==> config.mk <==
export PLATFORM = sky130hd
export DESIGN_NAME = ack_retransmit_tracker_flat
export DESIGN_NICKNAME = d
export VERILOG_FILES = /design/src/rtl/art_pkg.sv /design/src/rtl/art_ifs.sv /design/src/rtl/art_front.sv /design/src/rtl/art_cmd_queue.sv /design/src/rtl/art_engine.sv /design/src/rtl/ack_retransmit_tracker.sv /design/src/flat_wrapper.sv
export VERILOG_INCLUDE_DIRS = /design/src /design/src/rtl
export SDC_FILE = /design/constraint.sdc
export NUM_CORES = 2
export LEC_CHECK = 0
export BUFFER_PORTS_ARGS = -buffer_cell sky130_fd_sc_hd__buf_2
export CAP_MARGIN = 20
export CORE_AREA = 2 2 475 429
export DETAILED_ROUTE_END_ITERATION = 10
export DIE_AREA = 0 0 477 431
export PLACE_DENSITY = 0.54
export SLEW_MARGIN = 20
export SYNTH_ARGS = -nofsm -noshare
export SYNTH_HDL_FRONTEND = slang
export SYNTH_SLANG_ARGS = --single-unit
==> constraint.sdc <==
create_clock -name clk -period 15.7 [get_ports clk]
set_clock_uncertainty 0.2 [all_clocks]
set_input_delay 2.355 -clock clk [delete_from_list [all_inputs] [get_ports clk]]
set_output_delay 2.355 -clock clk [all_outputs]
set_load 0.03 [all_outputs]
==> src/rtl/ack_retransmit_tracker_assert.svh <==
// Assertion macros for the retransmit tracker.
// Expects signals named clk and rst_n in the scope of each use.
`ifndef ACK_RETRANSMIT_TRACKER_ASSERT_SVH
`define ACK_RETRANSMIT_TRACKER_ASSERT_SVH

// Consequent must hold in the same cycle as the antecedent.
`define ART_ASSERT_NOW(label, ante, cons) \
    label: assert property (@(posedge clk) disable iff (!rst_n) (ante) |-> (cons)) \
        else $error("art assertion failed");

// Consequent must hold in the cycle after the antecedent.
`define ART_ASSERT_NEXT(label, ante, cons) \
    label: assert property (@(posedge clk) disable iff (!rst_n) (ante) |=> (cons)) \
        else $error("art assertion failed");

`endif

==> src/rtl/art_pkg.sv <==
// Shared types and constants for the retransmit tracker.
// No dependencies; used by every other file of the block but the assertion header.
`timescale 1ns / 1ps
`default_nettype none

package art_pkg;

    localparam int FUNC_W      = 2;
    localparam int ID_W        = 32;
    localparam int STAMP_W     = 32;
    localparam int TIMEOUT_W   = 16;
    localparam int RETRY_W     = 3;
    localparam int SLOT_W      = 4;
    localparam int STATUS_W    = 3;
    localparam int CFG_INDEX_W = 4;
    localparam int CFG_DATA_W  = 16;

    localparam int QUEUE_DEPTH = 2;
    localparam int QUEUE_PTR_W = 1;
    localparam int QUEUE_CNT_W = 2;

    // Input function codes
    localparam logic [FUNC_W-1:0] FUNC_SEND = 2'd0;
    localparam logic [FUNC_W-1:0] FUNC_ACK  = 2'd1;
    localparam logic [FUNC_W-1:0] FUNC_TICK = 2'd2;

    // Result status codes
    localparam logic [STATUS_W-1:0] ST_STORED        = 3'd0;
    localparam logic [STATUS_W-1:0] ST_TABLE_FULL    = 3'd1;
    localparam logic [STATUS_W-1:0] ST_ACKED         = 3'd2;
    localparam logic [STATUS_W-1:0] ST_ACK_UNMATCHED = 3'd3;
    localparam logic [STATUS_W-1:0] ST_RETRY         = 3'd4;
    localparam logic [STATUS_W-1:0] ST_GAVE_UP       = 3'd5;
    localparam logic [STATUS_W-1:0] ST_TICK_DONE     = 3'd6;

    // Configuration register indexes and reset values
    localparam logic [CFG_INDEX_W-1:0] CFG_TIMEOUT_TICKS = 4'd0;
    localparam logic [CFG_INDEX_W-1:0] CFG_RETRY_LIMIT   = 4'd1;
    localparam logic [TIMEOUT_W-1:0]   TIMEOUT_RESET     = 16'd5;
    localparam logic [RETRY_W-1:0]     RETRY_RESET       = 3'd3;

    typedef enum logic [1:0] {
        CMD_SEND,
        CMD_ACK,
        CMD_TICK,
        CMD_ACK_NULL
    } cmd_kind_t;

    typedef struct packed {
        cmd_kind_t         kind;
        logic [ID_W-1:0]   ack_id;
        logic              link_up;
    } cmd_t;

    typedef struct packed {
        logic valid;
        cmd_t cmd;
    } queue_head_t;

    typedef struct packed {
        logic [TIMEOUT_W-1:0] timeout_ticks;
        logic [RETRY_W-1:0]   retry_limit;
    } cfg_t;

    typedef struct packed {
        logic [STATUS_W-1:0] status;
        logic [ID_W-1:0]     msg_id;
        logic [SLOT_W-1:0]   slot;
        logic                last;
    } rsp_t;

endpackage

`default_nettype wire

==> src/rtl/art_ifs.sv <==
// Channel interfaces of the retransmit tracker: request, result, configuration.
// Depends on art_pkg for field widths.
`timescale 1ns / 1ps
`default_nettype none

interface art_req_if;
    logic                        valid;
    logic                        ready;
    logic [art_pkg::FUNC_W-1:0]  func;
    logic [art_pkg::ID_W-1:0]    ack_id;
    logic                        link_up;

    modport source (output valid, output func, output ack_id, output link_up, input ready);
    modport sink   (input valid, input func, input ack_id, input link_up, output ready);
endinterface

interface art_rsp_if;
    logic                          valid;
    logic                          ready;
    logic [art_pkg::STATUS_W-1:0]  status;
    logic [art_pkg::ID_W-1:0]      msg_id;
    logic [art_pkg::SLOT_W-1:0]    slot;
    logic                          last;

    modport source (output valid, output status, output msg_id, output slot, output last,
                    input ready);
    modport sink   (input valid, input status, input msg_id, input slot, input last,
                    output ready);
endinterface

interface art_cfg_if;
    logic                             valid;
    logic                             ready;
    logic [art_pkg::CFG_INDEX_W-1:0]  index;
    logic [art_pkg::CFG_DATA_W-1:0]   data;

    modport source (output valid, output index, output data, input ready);
    modport sink   (input valid, input index, input data, output ready);
endinterface

`default_nettype wire

==> src/rtl/art_front.sv <==
// Front end: accepts requests and classifies them into queue commands.
// Depends on art_pkg and art_req_if.
`timescale 1ns / 1ps
`default_nettype none

module art_front (
    art_req_if.sink         req,
    output logic            push_valid,
    output art_pkg::cmd_t   push_cmd,
    input  logic            push_ready
);

    always_comb
    begin
        push_valid      = 1'b0;
        push_cmd.ack_id = req.ack_id;
        push_cmd.link_up = req.link_up;
        push_cmd.kind   = art_pkg::CMD_TICK;
        unique case (req.func)
            art_pkg::FUNC_SEND:
            begin
                push_valid    = req.valid;
                push_cmd.kind = art_pkg::CMD_SEND;
            end
            art_pkg::FUNC_ACK:
            begin
                push_valid = req.valid;
                // a zero identifier never matches: answer without a scan
                push_cmd.kind = (req.ack_id == '0) ? art_pkg::CMD_ACK_NULL
                                                   : art_pkg::CMD_ACK;
            end
            art_pkg::FUNC_TICK:
            begin
                push_valid    = req.valid;
                push_cmd.kind = art_pkg::CMD_TICK;
            end
            default:
            begin
                // unused code: accept and drop
                push_valid = 1'b0;
            end
        endcase
    end

    assign req.ready = push_ready;

endmodule

`default_nettype wire

==> src/rtl/art_cmd_queue.sv <==
// Short command queue between the front end and the slot engine.
// Depends on art_pkg and the assertion macro header.
`timescale 1ns / 1ps
`default_nettype none

`include "ack_retransmit_tracker_assert.svh"

module art_cmd_queue (
    input  logic                 clk,
    input  logic                 rst_n,
    input  logic                 push_valid,
    input  art_pkg::cmd_t        push_cmd,
    output logic                 push_ready,
    output art_pkg::queue_head_t head,
    input  logic                 pop
);

    art_pkg::cmd_t                     entry_reg [art_pkg::QUEUE_DEPTH];
    logic [art_pkg::QUEUE_PTR_W-1:0]   wr_ptr_reg;
    logic [art_pkg::QUEUE_PTR_W-1:0]   wr_ptr_next;
    logic [art_pkg::QUEUE_PTR_W-1:0]   rd_ptr_reg;
    logic [art_pkg::QUEUE_PTR_W-1:0]   rd_ptr_next;
    logic [art_pkg::QUEUE_CNT_W-1:0]   count_reg;
    logic [art_pkg::QUEUE_CNT_W-1:0]   count_next;
    logic                              push_en;
    logic                              pop_en;

    assign push_ready = (count_reg != art_pkg::QUEUE_CNT_W'(art_pkg::QUEUE_DEPTH));
    assign push_en    = push_valid && push_ready;
    assign pop_en     = pop && (count_reg != '0);

    assign head.valid = (count_reg != '0);
    assign head.cmd   = entry_reg[rd_ptr_reg];

    always_comb
    begin
        wr_ptr_next = push_en ? wr_ptr_reg + 1'b1 : wr_ptr_reg;
        rd_ptr_next = pop_en ? rd_ptr_reg + 1'b1 : rd_ptr_reg;
        count_next  = count_reg;
        if (push_en && !pop_en)
        begin
            count_next = count_reg + 1'b1;
        end
        else if (pop_en && !push_en)
        begin
            count_next = count_reg - 1'b1;
        end
    end

    always_ff @(posedge clk or negedge rst_n)
    begin
        if (!rst_n)
        begin
            wr_ptr_reg <= '0;
            rd_ptr_reg <= '0;
            count_reg  <= '0;
        end
        else
        begin
            wr_ptr_reg <= wr_ptr_next;
            rd_ptr_reg <= rd_ptr_next;
            count_reg  <= count_next;
        end
    end

    always_ff @(posedge clk)
    begin
        if (push_en)
        begin
            entry_reg[wr_ptr_reg] <= push_cmd;
        end
    end

    `ART_ASSERT_NOW(a_empty_ptrs_meet, count_reg == '0, wr_ptr_reg == rd_ptr_reg)

endmodule

`default_nettype wire

==> src/rtl/art_engine.sv <==
// Back end: runs queued commands, scanning one slot a cycle unless rsp stalls.
// Depends on art_pkg, art_rsp_if and the assertion macro header.
`timescale 1ns / 1ps
`default_nettype none

`include "ack_retransmit_tracker_assert.svh"

module art_engine #(
    parameter int SLOT_COUNT = 16
) (
    input  logic                  clk,
    input  logic                  rst_n,
    input  art_pkg::cfg_t         cfg,
    input  art_pkg::queue_head_t  head,
    output logic                  pop,
    art_rsp_if.source             rsp
);

    localparam int IDX_W = $clog2(SLOT_COUNT);

    localparam logic [1:0] S_IDLE  = 2'd0;
    localparam logic [1:0] S_EVAL  = 2'd1;
    localparam logic [1:0] S_FINAL = 2'd2;

    // slot table: identifier, send stamp, retry count
    logic [art_pkg::ID_W-1:0]    ident_mem   [SLOT_COUNT];
    logic [art_pkg::STAMP_W-1:0] stamp_mem   [SLOT_COUNT];
    logic [art_pkg::RETRY_W-1:0] retries_mem [SLOT_COUNT];
    logic [art_pkg::ID_W-1:0]    ident_q_reg;
    logic [art_pkg::STAMP_W-1:0] stamp_q_reg;
    logic [art_pkg::RETRY_W-1:0] retries_q_reg;

    logic [SLOT_COUNT-1:0]       valid_reg;
    logic [1:0]                  state_reg;
    logic [1:0]                  state_next;
    logic [IDX_W-1:0]            idx_reg;
    logic [IDX_W-1:0]            idx_next;
    logic [art_pkg::ID_W-1:0]    next_ident_reg;
    logic [art_pkg::ID_W-1:0]    next_ident_next;
    logic [art_pkg::STAMP_W-1:0] now_reg;
    logic [art_pkg::STAMP_W-1:0] now_next;
    logic                        rsp_valid_reg;

    art_pkg::cmd_t               cmd_reg;
    art_pkg::cmd_t               cmd_next;
    logic [art_pkg::ID_W-1:0]    id_reg;
    logic [art_pkg::ID_W-1:0]    id_next;
    logic [art_pkg::STATUS_W-1:0] fin_status_reg;
    logic [art_pkg::STATUS_W-1:0] fin_status_next;
    logic [art_pkg::ID_W-1:0]    fin_id_reg;
    logic [art_pkg::ID_W-1:0]    fin_id_next;
    art_pkg::rsp_t               rsp_data_reg;
    art_pkg::rsp_t               rsp_next;

    logic                        rd_en;
    logic [IDX_W-1:0]            rd_addr;
    logic                        wr_ident_en;
    logic                        wr_stamp_en;
    logic [art_pkg::STAMP_W-1:0] wr_stamp_data;
    logic                        wr_retries_en;
    logic [art_pkg::RETRY_W-1:0] wr_retries_data;
    logic                        set_valid;
    logic                        clr_valid;
    logic                        emit;
    logic                        emit_stored;
    logic                        can_emit;
    logic                        last_slot;
    logic                        occupied;
    logic [art_pkg::STAMP_W-1:0] elapsed;
    logic                        expired;
    logic                        retry_ok;
    logic                        need_emit;
    logic                        done_on_emit;
    logic [art_pkg::ID_W-1:0]    ident_bump;

    assign can_emit   = !rsp_valid_reg || rsp.ready;
    assign last_slot  = (idx_reg == IDX_W'(SLOT_COUNT - 1));
    assign occupied   = valid_reg[idx_reg];
    assign elapsed    = now_reg - stamp_q_reg;
    assign expired    = occupied && (elapsed >= art_pkg::STAMP_W'(cfg.timeout_ticks));
    assign retry_ok   = (retries_q_reg < cfg.retry_limit);
    assign ident_bump = next_ident_reg + 1'b1;

    always_comb
    begin
        state_next      = state_reg;
        idx_next        = idx_reg;
        next_ident_next = next_ident_reg;
        now_next        = now_reg;
        cmd_next        = cmd_reg;
        id_next         = id_reg;
        fin_status_next = fin_status_reg;
        fin_id_next     = fin_id_reg;
        pop             = 1'b0;
        rd_en           = 1'b0;
        rd_addr         = idx_reg + 1'b1;
        wr_ident_en     = 1'b0;
        wr_stamp_en     = 1'b0;
        wr_stamp_data   = now_reg;
        wr_retries_en   = 1'b0;
        wr_retries_data = '0;
        set_valid       = 1'b0;
        clr_valid       = 1'b0;
        emit            = 1'b0;
        need_emit       = 1'b0;
        done_on_emit    = 1'b0;
        rsp_next.status = art_pkg::ST_TICK_DONE;
        rsp_next.msg_id = '0;
        rsp_next.slot   = art_pkg::SLOT_W'(idx_reg);
        rsp_next.last   = 1'b0;

        unique case (state_reg)
            S_IDLE:
            begin
                if (head.valid)
                begin
                    pop      = 1'b1;
                    cmd_next = head.cmd;
                    if (head.cmd.kind == art_pkg::CMD_ACK_NULL)
                    begin
                        fin_status_next = art_pkg::ST_ACK_UNMATCHED;
                        fin_id_next     = head.cmd.ack_id;
                        state_next      = S_FINAL;
                    end
                    else
                    begin
                        rd_en      = 1'b1;
                        rd_addr    = '0;
                        idx_next   = '0;
                        state_next = S_EVAL;
                    end
                    if (head.cmd.kind == art_pkg::CMD_SEND)
                    begin
                        // identifier is consumed even if the table turns out full
                        id_next         = next_ident_reg;
                        next_ident_next = (ident_bump == '0) ? art_pkg::ID_W'(1) : ident_bump;
                    end
                    if (head.cmd.kind == art_pkg::CMD_TICK)
                    begin
                        now_next = now_reg + 1'b1;
                    end
                end
            end

            S_EVAL:
            begin
                case (cmd_reg.kind)
                    art_pkg::CMD_SEND:
                    begin
                        need_emit       = !occupied;
                        done_on_emit    = 1'b1;
                        rsp_next.status = art_pkg::ST_STORED;
                        rsp_next.msg_id = id_reg;
                        rsp_next.last   = 1'b1;
                        wr_ident_en     = need_emit && can_emit;
                        wr_stamp_en     = need_emit && can_emit;
                        wr_retries_en   = need_emit && can_emit;
                        set_valid       = need_emit && can_emit;
                    end
                    art_pkg::CMD_ACK:
                    begin
                        need_emit       = occupied && (ident_q_reg == cmd_reg.ack_id);
                        done_on_emit    = 1'b1;
                        rsp_next.status = art_pkg::ST_ACKED;
                        rsp_next.msg_id = cmd_reg.ack_id;
                        rsp_next.last   = 1'b1;
                        clr_valid       = need_emit && can_emit;
                    end
                    default:
                    begin
                        rsp_next.msg_id = ident_q_reg;
                        if (expired && retry_ok)
                        begin
                            // link down: leave the slot as it is, no result
                            need_emit       = cmd_reg.link_up;
                            rsp_next.status = art_pkg::ST_RETRY;
                            wr_stamp_en     = need_emit && can_emit;
                            wr_retries_en   = need_emit && can_emit;
                            wr_retries_data = retries_q_reg + 1'b1;
                        end
                        else if (expired)
                        begin
                            need_emit       = 1'b1;
                            rsp_next.status = art_pkg::ST_GAVE_UP;
                            clr_valid       = can_emit;
                        end
                    end
                endcase

                if (!need_emit || can_emit)
                begin
                    emit = need_emit;
                    if (need_emit && done_on_emit)
                    begin
                        state_next = S_IDLE;
                    end
                    else if (last_slot)
                    begin
                        state_next = S_FINAL;
                        case (cmd_reg.kind)
                            art_pkg::CMD_SEND:
                            begin
                                fin_status_next = art_pkg::ST_TABLE_FULL;
                                fin_id_next     = id_reg;
                            end
                            art_pkg::CMD_ACK:
                            begin
                                fin_status_next = art_pkg::ST_ACK_UNMATCHED;
                                fin_id_next     = cmd_reg.ack_id;
                            end
                            default:
                            begin
                                fin_status_next = art_pkg::ST_TICK_DONE;
                                fin_id_next     = '0;
                            end
                        endcase
                    end
                    else
                    begin
                        // advance: fetch the next slot while this one is written back
                        rd_en    = 1'b1;
                        idx_next = idx_reg + 1'b1;
                    end
                end
            end

            S_FINAL:
            begin
                rsp_next.status = fin_status_reg;
                rsp_next.msg_id = fin_id_reg;
                rsp_next.slot   = '0;
                rsp_next.last   = 1'b1;
                if (can_emit)
                begin
                    emit       = 1'b1;
                    state_next = S_IDLE;
                end
            end

            default:
            begin
                state_next = S_IDLE;
            end
        endcase
    end

    assign emit_stored = emit && (state_reg == S_EVAL) && (cmd_reg.kind == art_pkg::CMD_SEND);

    always_ff @(posedge clk or negedge rst_n)
    begin
        if (!rst_n)
        begin
            state_reg      <= S_IDLE;
            idx_reg        <= '0;
            next_ident_reg <= art_pkg::ID_W'(1);
            now_reg        <= '0;
            valid_reg      <= '0;
            rsp_valid_reg  <= 1'b0;
        end
        else
        begin
            state_reg      <= state_next;
            idx_reg        <= idx_next;
            next_ident_reg <= next_ident_next;
            now_reg        <= now_next;
            if (set_valid)
            begin
                valid_reg[idx_reg] <= 1'b1;
            end
            if (clr_valid)
            begin
                valid_reg[idx_reg] <= 1'b0;
            end
            if (emit)
            begin
                rsp_valid_reg <= 1'b1;
            end
            else if (rsp.ready)
            begin
                rsp_valid_reg <= 1'b0;
            end
        end
    end

    always_ff @(posedge clk)
    begin
        cmd_reg        <= cmd_next;
        id_reg         <= id_next;
        fin_status_reg <= fin_status_next;
        fin_id_reg     <= fin_id_next;
        if (emit)
        begin
            rsp_data_reg <= rsp_next;
        end
    end

    // slot table memories: one registered read and one write a cycle
    always_ff @(posedge clk)
    begin
        if (rd_en)
        begin
            ident_q_reg   <= ident_mem[rd_addr];
            stamp_q_reg   <= stamp_mem[rd_addr];
            retries_q_reg <= retries_mem[rd_addr];
        end
        if (wr_ident_en)
        begin
            ident_mem[idx_reg] <= id_reg;
        end
        if (wr_stamp_en)
        begin
            stamp_mem[idx_reg] <= wr_stamp_data;
        end
        if (wr_retries_en)
        begin
            retries_mem[idx_reg] <= wr_retries_data;
        end
    end

    assign rsp.valid  = rsp_valid_reg;
    assign rsp.status = rsp_data_reg.status;
    assign rsp.msg_id = rsp_data_reg.msg_id;
    assign rsp.slot   = rsp_data_reg.slot;
    assign rsp.last   = rsp_data_reg.last;

    `ART_ASSERT_NOW(a_ident_nonzero, 1'b1, next_ident_reg != '0)
    `ART_ASSERT_NEXT(a_stored_sets_valid, emit_stored, valid_reg[$past(idx_reg)])
    `ART_ASSERT_NOW(a_pop_only_idle, pop, state_reg == S_IDLE)

endmodule

`default_nettype wire

==> src/rtl/ack_retransmit_tracker.sv <==
// Top level of the acknowledgment retransmit tracker: configuration registers
// and the front end, command queue and slot engine. Depends on art_pkg and art_ifs.
//
// Usage:
//   req : requests (func, ack_id, link_up), taken on valid && ready. func send
//         stores a new identifier, ack frees a matching slot, tick advances time
//         and checks every slot for expiry; the unused func code is dropped.
//   rsp : results (status, msg_id, slot, last) from an output register; last
//         marks the final result of a request. A tick gives one result per
//         retried or dropped slot and then a tick-done result.
//   cfg : register writes (index, data), always ready; write only while idle.
// Flow: a request is registered in the command queue, then the engine walks the
//   slot table one entry a cycle through its memory read port while rsp does not
//   stall. A send or ack ends at the first hit; a full scan ends with a closing
//   result. The engine takes the next request only after the last one is done.
//   An ack naming identifier zero is answered without a scan.
// Reset: all slots empty, next identifier one, time zero, timeout 5, retry
//   limit 3. When rsp stalls, the engine holds at the pending result and the
//   queue keeps taking requests until its two entries are full.
`timescale 1ns / 1ps
`default_nettype none

module ack_retransmit_tracker #(
    parameter int SLOT_COUNT = 16
) (
    input  logic        clk,
    input  logic        rst_n,
    art_req_if.sink     req,
    art_rsp_if.source   rsp,
    art_cfg_if.sink     cfg
);

    logic [art_pkg::TIMEOUT_W-1:0] timeout_reg;
    logic [art_pkg::RETRY_W-1:0]   retry_limit_reg;
    art_pkg::cfg_t                 cfg_vals;
    logic                          push_valid;
    logic                          push_ready;
    art_pkg::cmd_t                 push_cmd;
    art_pkg::queue_head_t          head;
    logic                          pop;

    assign cfg.ready = 1'b1;

    always_ff @(posedge clk or negedge rst_n)
    begin
        if (!rst_n)
        begin
            timeout_reg     <= art_pkg::TIMEOUT_RESET;
            retry_limit_reg <= art_pkg::RETRY_RESET;
        end
        else if (cfg.valid)
        begin
            unique case (cfg.index)
                art_pkg::CFG_TIMEOUT_TICKS:
                begin
                    timeout_reg <= cfg.data[art_pkg::TIMEOUT_W-1:0];
                end
                art_pkg::CFG_RETRY_LIMIT:
                begin
                    retry_limit_reg <= cfg.data[art_pkg::RETRY_W-1:0];
                end
                default:
                begin
                    // unknown index: drop the write
                end
            endcase
        end
    end

    assign cfg_vals.timeout_ticks = timeout_reg;
    assign cfg_vals.retry_limit   = retry_limit_reg;

    art_front u_front (
        .req        (req),
        .push_valid (push_valid),
        .push_cmd   (push_cmd),
        .push_ready (push_ready)
    );

    art_cmd_queue u_queue (
        .clk        (clk),
        .rst_n      (rst_n),
        .push_valid (push_valid),
        .push_cmd   (push_cmd),
        .push_ready (push_ready),
        .head       (head),
        .pop        (pop)
    );

    art_engine #(
        .SLOT_COUNT (SLOT_COUNT)
    ) u_engine (
        .clk   (clk),
        .rst_n (rst_n),
        .cfg   (cfg_vals),
        .head  (head),
        .pop   (pop),
        .rsp   (rsp)
    );

endmodule

`default_nettype wire

==> src/flat_wrapper.sv <==
// flat-port wrapper written by rule: the top's interface ports become plain ports
module ack_retransmit_tracker_flat 
#(
    parameter int SLOT_COUNT = 16
)
  (clk, rst_n, req_valid, req_func, req_ack_id, req_link_up, req_ready, rsp_valid, rsp_status, rsp_msg_id, rsp_slot, rsp_last, rsp_ready, cfg_valid, cfg_index, cfg_data, cfg_ready);
  art_req_if req_i ();
  art_rsp_if rsp_i ();
  art_cfg_if cfg_i ();
  input  logic clk;
  input  logic rst_n;
  input wire logic [$bits(req_i.valid)-1:0] req_valid;
  input wire logic [$bits(req_i.func)-1:0] req_func;
  input wire logic [$bits(req_i.ack_id)-1:0] req_ack_id;
  input wire logic [$bits(req_i.link_up)-1:0] req_link_up;
  output wire logic [$bits(req_i.ready)-1:0] req_ready;
  output wire logic [$bits(rsp_i.valid)-1:0] rsp_valid;
  output wire logic [$bits(rsp_i.status)-1:0] rsp_status;
  output wire logic [$bits(rsp_i.msg_id)-1:0] rsp_msg_id;
  output wire logic [$bits(rsp_i.slot)-1:0] rsp_slot;
  output wire logic [$bits(rsp_i.last)-1:0] rsp_last;
  input wire logic [$bits(rsp_i.ready)-1:0] rsp_ready;
  input wire logic [$bits(cfg_i.valid)-1:0] cfg_valid;
  input wire logic [$bits(cfg_i.index)-1:0] cfg_index;
  input wire logic [$bits(cfg_i.data)-1:0] cfg_data;
  output wire logic [$bits(cfg_i.ready)-1:0] cfg_ready;
  assign req_i.valid = req_valid;
  assign req_i.func = req_func;
  assign req_i.ack_id = req_ack_id;
  assign req_i.link_up = req_link_up;
  assign req_ready = req_i.ready;
  assign rsp_valid = rsp_i.valid;
  assign rsp_status = rsp_i.status;
  assign rsp_msg_id = rsp_i.msg_id;
  assign rsp_slot = rsp_i.slot;
  assign rsp_last = rsp_i.last;
  assign rsp_i.ready = rsp_ready;
  assign cfg_i.valid = cfg_valid;
  assign cfg_i.index = cfg_index;
  assign cfg_i.data = cfg_data;
  assign cfg_ready = cfg_i.ready;
  ack_retransmit_tracker #(.SLOT_COUNT(SLOT_COUNT)) u_core (.clk(clk), .rst_n(rst_n), .req(req_i), .rsp(rsp_i), .cfg(cfg_i));
endmodule
==> run summary <==
status: finished clean
pwr dens: 188 nW/µm²
Post-Syn Area per Cell: 14.9 µm²
Yosys reg bits: 1461
Cells after DPL: 6613
grt met1 use: 23.3%
total chip power: 12.8 mW
Final Setup Violations: 0
cts bufs inserted: 144
Worst Setup SP: u_core.u_engine.now_reg[0]$_DFFE_PN0P_
multiplexer share of the synthesized area: 3.60%
max_slew headroom: 28.8%
hold_buf cts: 0
synth top area cells: edfxtp_1 68%, dfrtp_1 4.4%, mux4_2 2.7%
post-cts resize count: 0
via count of the first global-routing pass: 34.6k
Netlist cell types: 83
Rows: 156
DR WL/cell: 23.5 µm
max cap viols: 0
Synth Area in Adders: 1.29%
syn nets: 4137
Post-CTS Setup Bufs: 0
Post-Synthesis Cell Area: 59900 µm²
Die W: 477 µm
Top cell by count, worst path: ha_1
post-synthesis cell count: 4016
Crit path max-delay family: compound AO/OA/AOI/OAI gates
total wire length: 162000 µm
Critical Path End Type: flip-flop
RSZ-0062 raised after global routing: no
die height: 431 µm
initial antenna violation count: 4
core area: 200000 µm²
Peak VDD IR: 0.216 mV
dpl hpwl: 90300 µm
Max Root-Sink Buffers: 3
Ys Warns: 0
total congestion overflow: 0
initial core utilization: 29.9%
share of layout cells above drive strength 1: 13.7%
first-pass GRT wire length: 238000 µm
commonest non-fill, non-tap cells in the layout: 1351 x edfxtp_1, 414 x nand2_1, 181 x o21ai_0, 158 x and3_1, 147 x clkbuf_16
post-route design area: 68300 µm²
DIE AREA: 206000 µm²
Reg clk slew, reported paths: 60 ps
CP cell instances: inv_1 > ha_1 > fa_1 > nand2b_1 > a21oi_1 > o211a_1 > nor2_1 > xnor2_1 > ha_1 > and3_1 > a221o_1 > a32oi_1 > o2111ai_1 > a2111o_1 > nor4_1 > and4b_1 > a41oi_4 > nand3_1 > a21o_4 > buf_4
Crit path buffers/inverters: 2
worst-path fanout max: 36
Post-Place Setup Slack: 8850 ps
H-tree depth: 4
cell taking the most area after synthesis: edfxtp_1
via count: 36.1k
GR Util met2: 23.0%
Placed Instance Area: 63700 µm²
1st-iter DRT viols: 3900
Nets: 4195
area grow syn2layout: 14.0%
Worst-Skew Late Latency: 780 ps
reg2reg start: u_core.u_engine.now_reg[0]$_DFFE_PN0P_
largest net degree at the start of global routing: 177
FMAX: 146 MHz
Leakage: 22.0 nW
Seq/Total Area, Yosys: 72.3%
setup slack after layout: 8840 ps
critical path type: reg -> reg
Overall Global Routing Usage: 15.3%
Max Transition Viols Final: 0
slowest cell delay on critical path: 700 ps
DRT Pass-1 Iters: 6
Worst EP required: 15910 ps
async set-reset flop share out of synthesis: 7.53%
Non-Filler Instances: 6877
Critical Path AT: 7070 ps
Post-synth EDFFs: 1351
hold path startpoint: u_core.u_engine.now_reg[28]$_DFFE_PN0P_
vias per cell: 5.25
io pins: 103
post-synthesis compound-gate area fraction: 11.4%
slew at the pin closest to its max-slew limit: 1070 ps
Synth top area share: 67.7%
CTS Sinks: 1461
TritonCTS clock tree: done
gr busiest metal: met1
Sum Neg Setup Slack: 0 ps
I/O Buffers: 101
area share of xor/xnor cells in the synthesized design: 1.81%
Final Cycle Share: 43.7%
simple-gate share of the synthesized area: 7.32%
DRT antenna net count: 0
fin crit period: 6860 ps
DR DRC count: 0
Placer Congestion: 0.812
top_reg_cell synth: edfxtp_1
met3 GRT Util: 1.99%
Setup crit start kind: flip-flop
dominant combinational cell family by area after synthesis: compound AO/OA/AOI/OAI gates
HP Class: reg -> reg
Slowest cell on crit path: dfrtp_1
final-report hold violation count: 0
Clock Root Buffer: clkbuf_16
leading cell type in the layout, fill and taps excluded: edfxtp_1
[worst register-to-register path, stage by stage, from the launching register on]
cell	delay, ps
dfrtp_1	700
inv_1	180
ha_1	250
fa_1	400
nand2b_1	180
a21oi_1	310
o211a_1	290
nor2_1	90
xnor2_1	160
ha_1	290
and3_1	160
a221o_1	360
a32oi_1	170
o2111ai_1	140
a2111o_1	450
nor4_1	280
and4b_1	300
a41oi_4	290
nand3_1	220
a21o_4	510
buf_4	540
[area by class of cell]
| cell class | instances | area [µm²] |
|---|---|---|
| diodes | 1 | 2.50 |
| clock buffers | 201 | 3940 |
| clock inverters | 61 | 613 |
| fillers | 19201 | 132000 |
| inverters | 75 | 289 |
| multi-input cells | 2205 | 15500 |
| flip-flops and latches | 1461 | 43300 |
| well taps | 2686 | 3360 |
| repair buffers | 187 | 1210 |
[metrics by stage]
stage	utilization (%)	hold slack (ps)
floorplan	-	220
global placement	31.8	264
detailed placement	31.8	266
CTS	34.0	279
global route	34.1	288
finish	34.1	275
[cells by family after synthesis]
logic type | after synthesis
AO/OA/AOI/OAI | 988
buffers and inverters | 350
multiplexers | 120
flip-flops | 1461
AND/OR/NAND/NOR | 911
XOR/XNOR | 124
other | 1
adder cells (fa/ha/maj) | 61
[Yosys cell counts, types with 5 or more instances]
cell type	number
mux2i_1	6
o21ai_0	181
and4_1	6
nand2b_1	44
a21o_1	12
a21boi_0	35
o21ai_1	8
buf_1	15
o221ai_1	135
a22oi_1	68
a211oi_1	145
edfxtp_1	1351
nor2b_1	9
dfrtp_1	105
or3_1	6
a31oi_1	144
ha_1	60
o21a_1	7
a21oi_1	43
inv_1	75
nand3_1	49
nand2_1	416
o22ai_1	138
nor4_1	24
nand4_1	29
xor2_1	55
xnor2_1	69
nor3b_1	13
dfstp_2	5
mux4_2	72
and2_1	17
buf_2	22
o2111ai_1	5
clkbuf_1	235
nor3_1	19
o211ai_1	12
mux2_2	42
a41oi_1	12
nor2_1	106
and3_1	158
[worst paths after layout]
| check | to | slack (ps) | depth (start not counted) |
|---|---|---|---|
| max | u_core.u_engine.ident_q_reg[25]$_DFFE_PP_ | 8840 | 20 |
| min | u_core.u_engine.now_reg[28]$_DFFE_PN0P_ | 270 | 1 |
| max reg2reg | u_core.u_engine.ident_q_reg[25]$_DFFE_PP_ | 8840 | 20 |
| min reg2reg | u_core.u_engine.now_reg[28]$_DFFE_PN0P_ | 270 | 1 |
| max in group asynchronous | u_core.u_engine.next_ident_reg[6]$_DFFE_PN0P_ | 12570 | 2 |
| min in group asynchronous | u_core.timeout_reg[3]$_DFFE_PN0P_ | 1370 | 1 |
[report_power, final]
part | internal (mW) | switching, mW
sequential | 4.95 | 0.376
combinational | 1.37 | 2.73
clock | 1.91 | 1.46
[routing by layer]
metal / vias to the layer above / part of all wire [%]
met1: 18748 / 48
met5: - / 0.0080
met2: 1244 / 45
met3: 173 / 6.2
met4: 2 / 1.5
li1: 15964 / -
(Power assumes the default switching activity.)
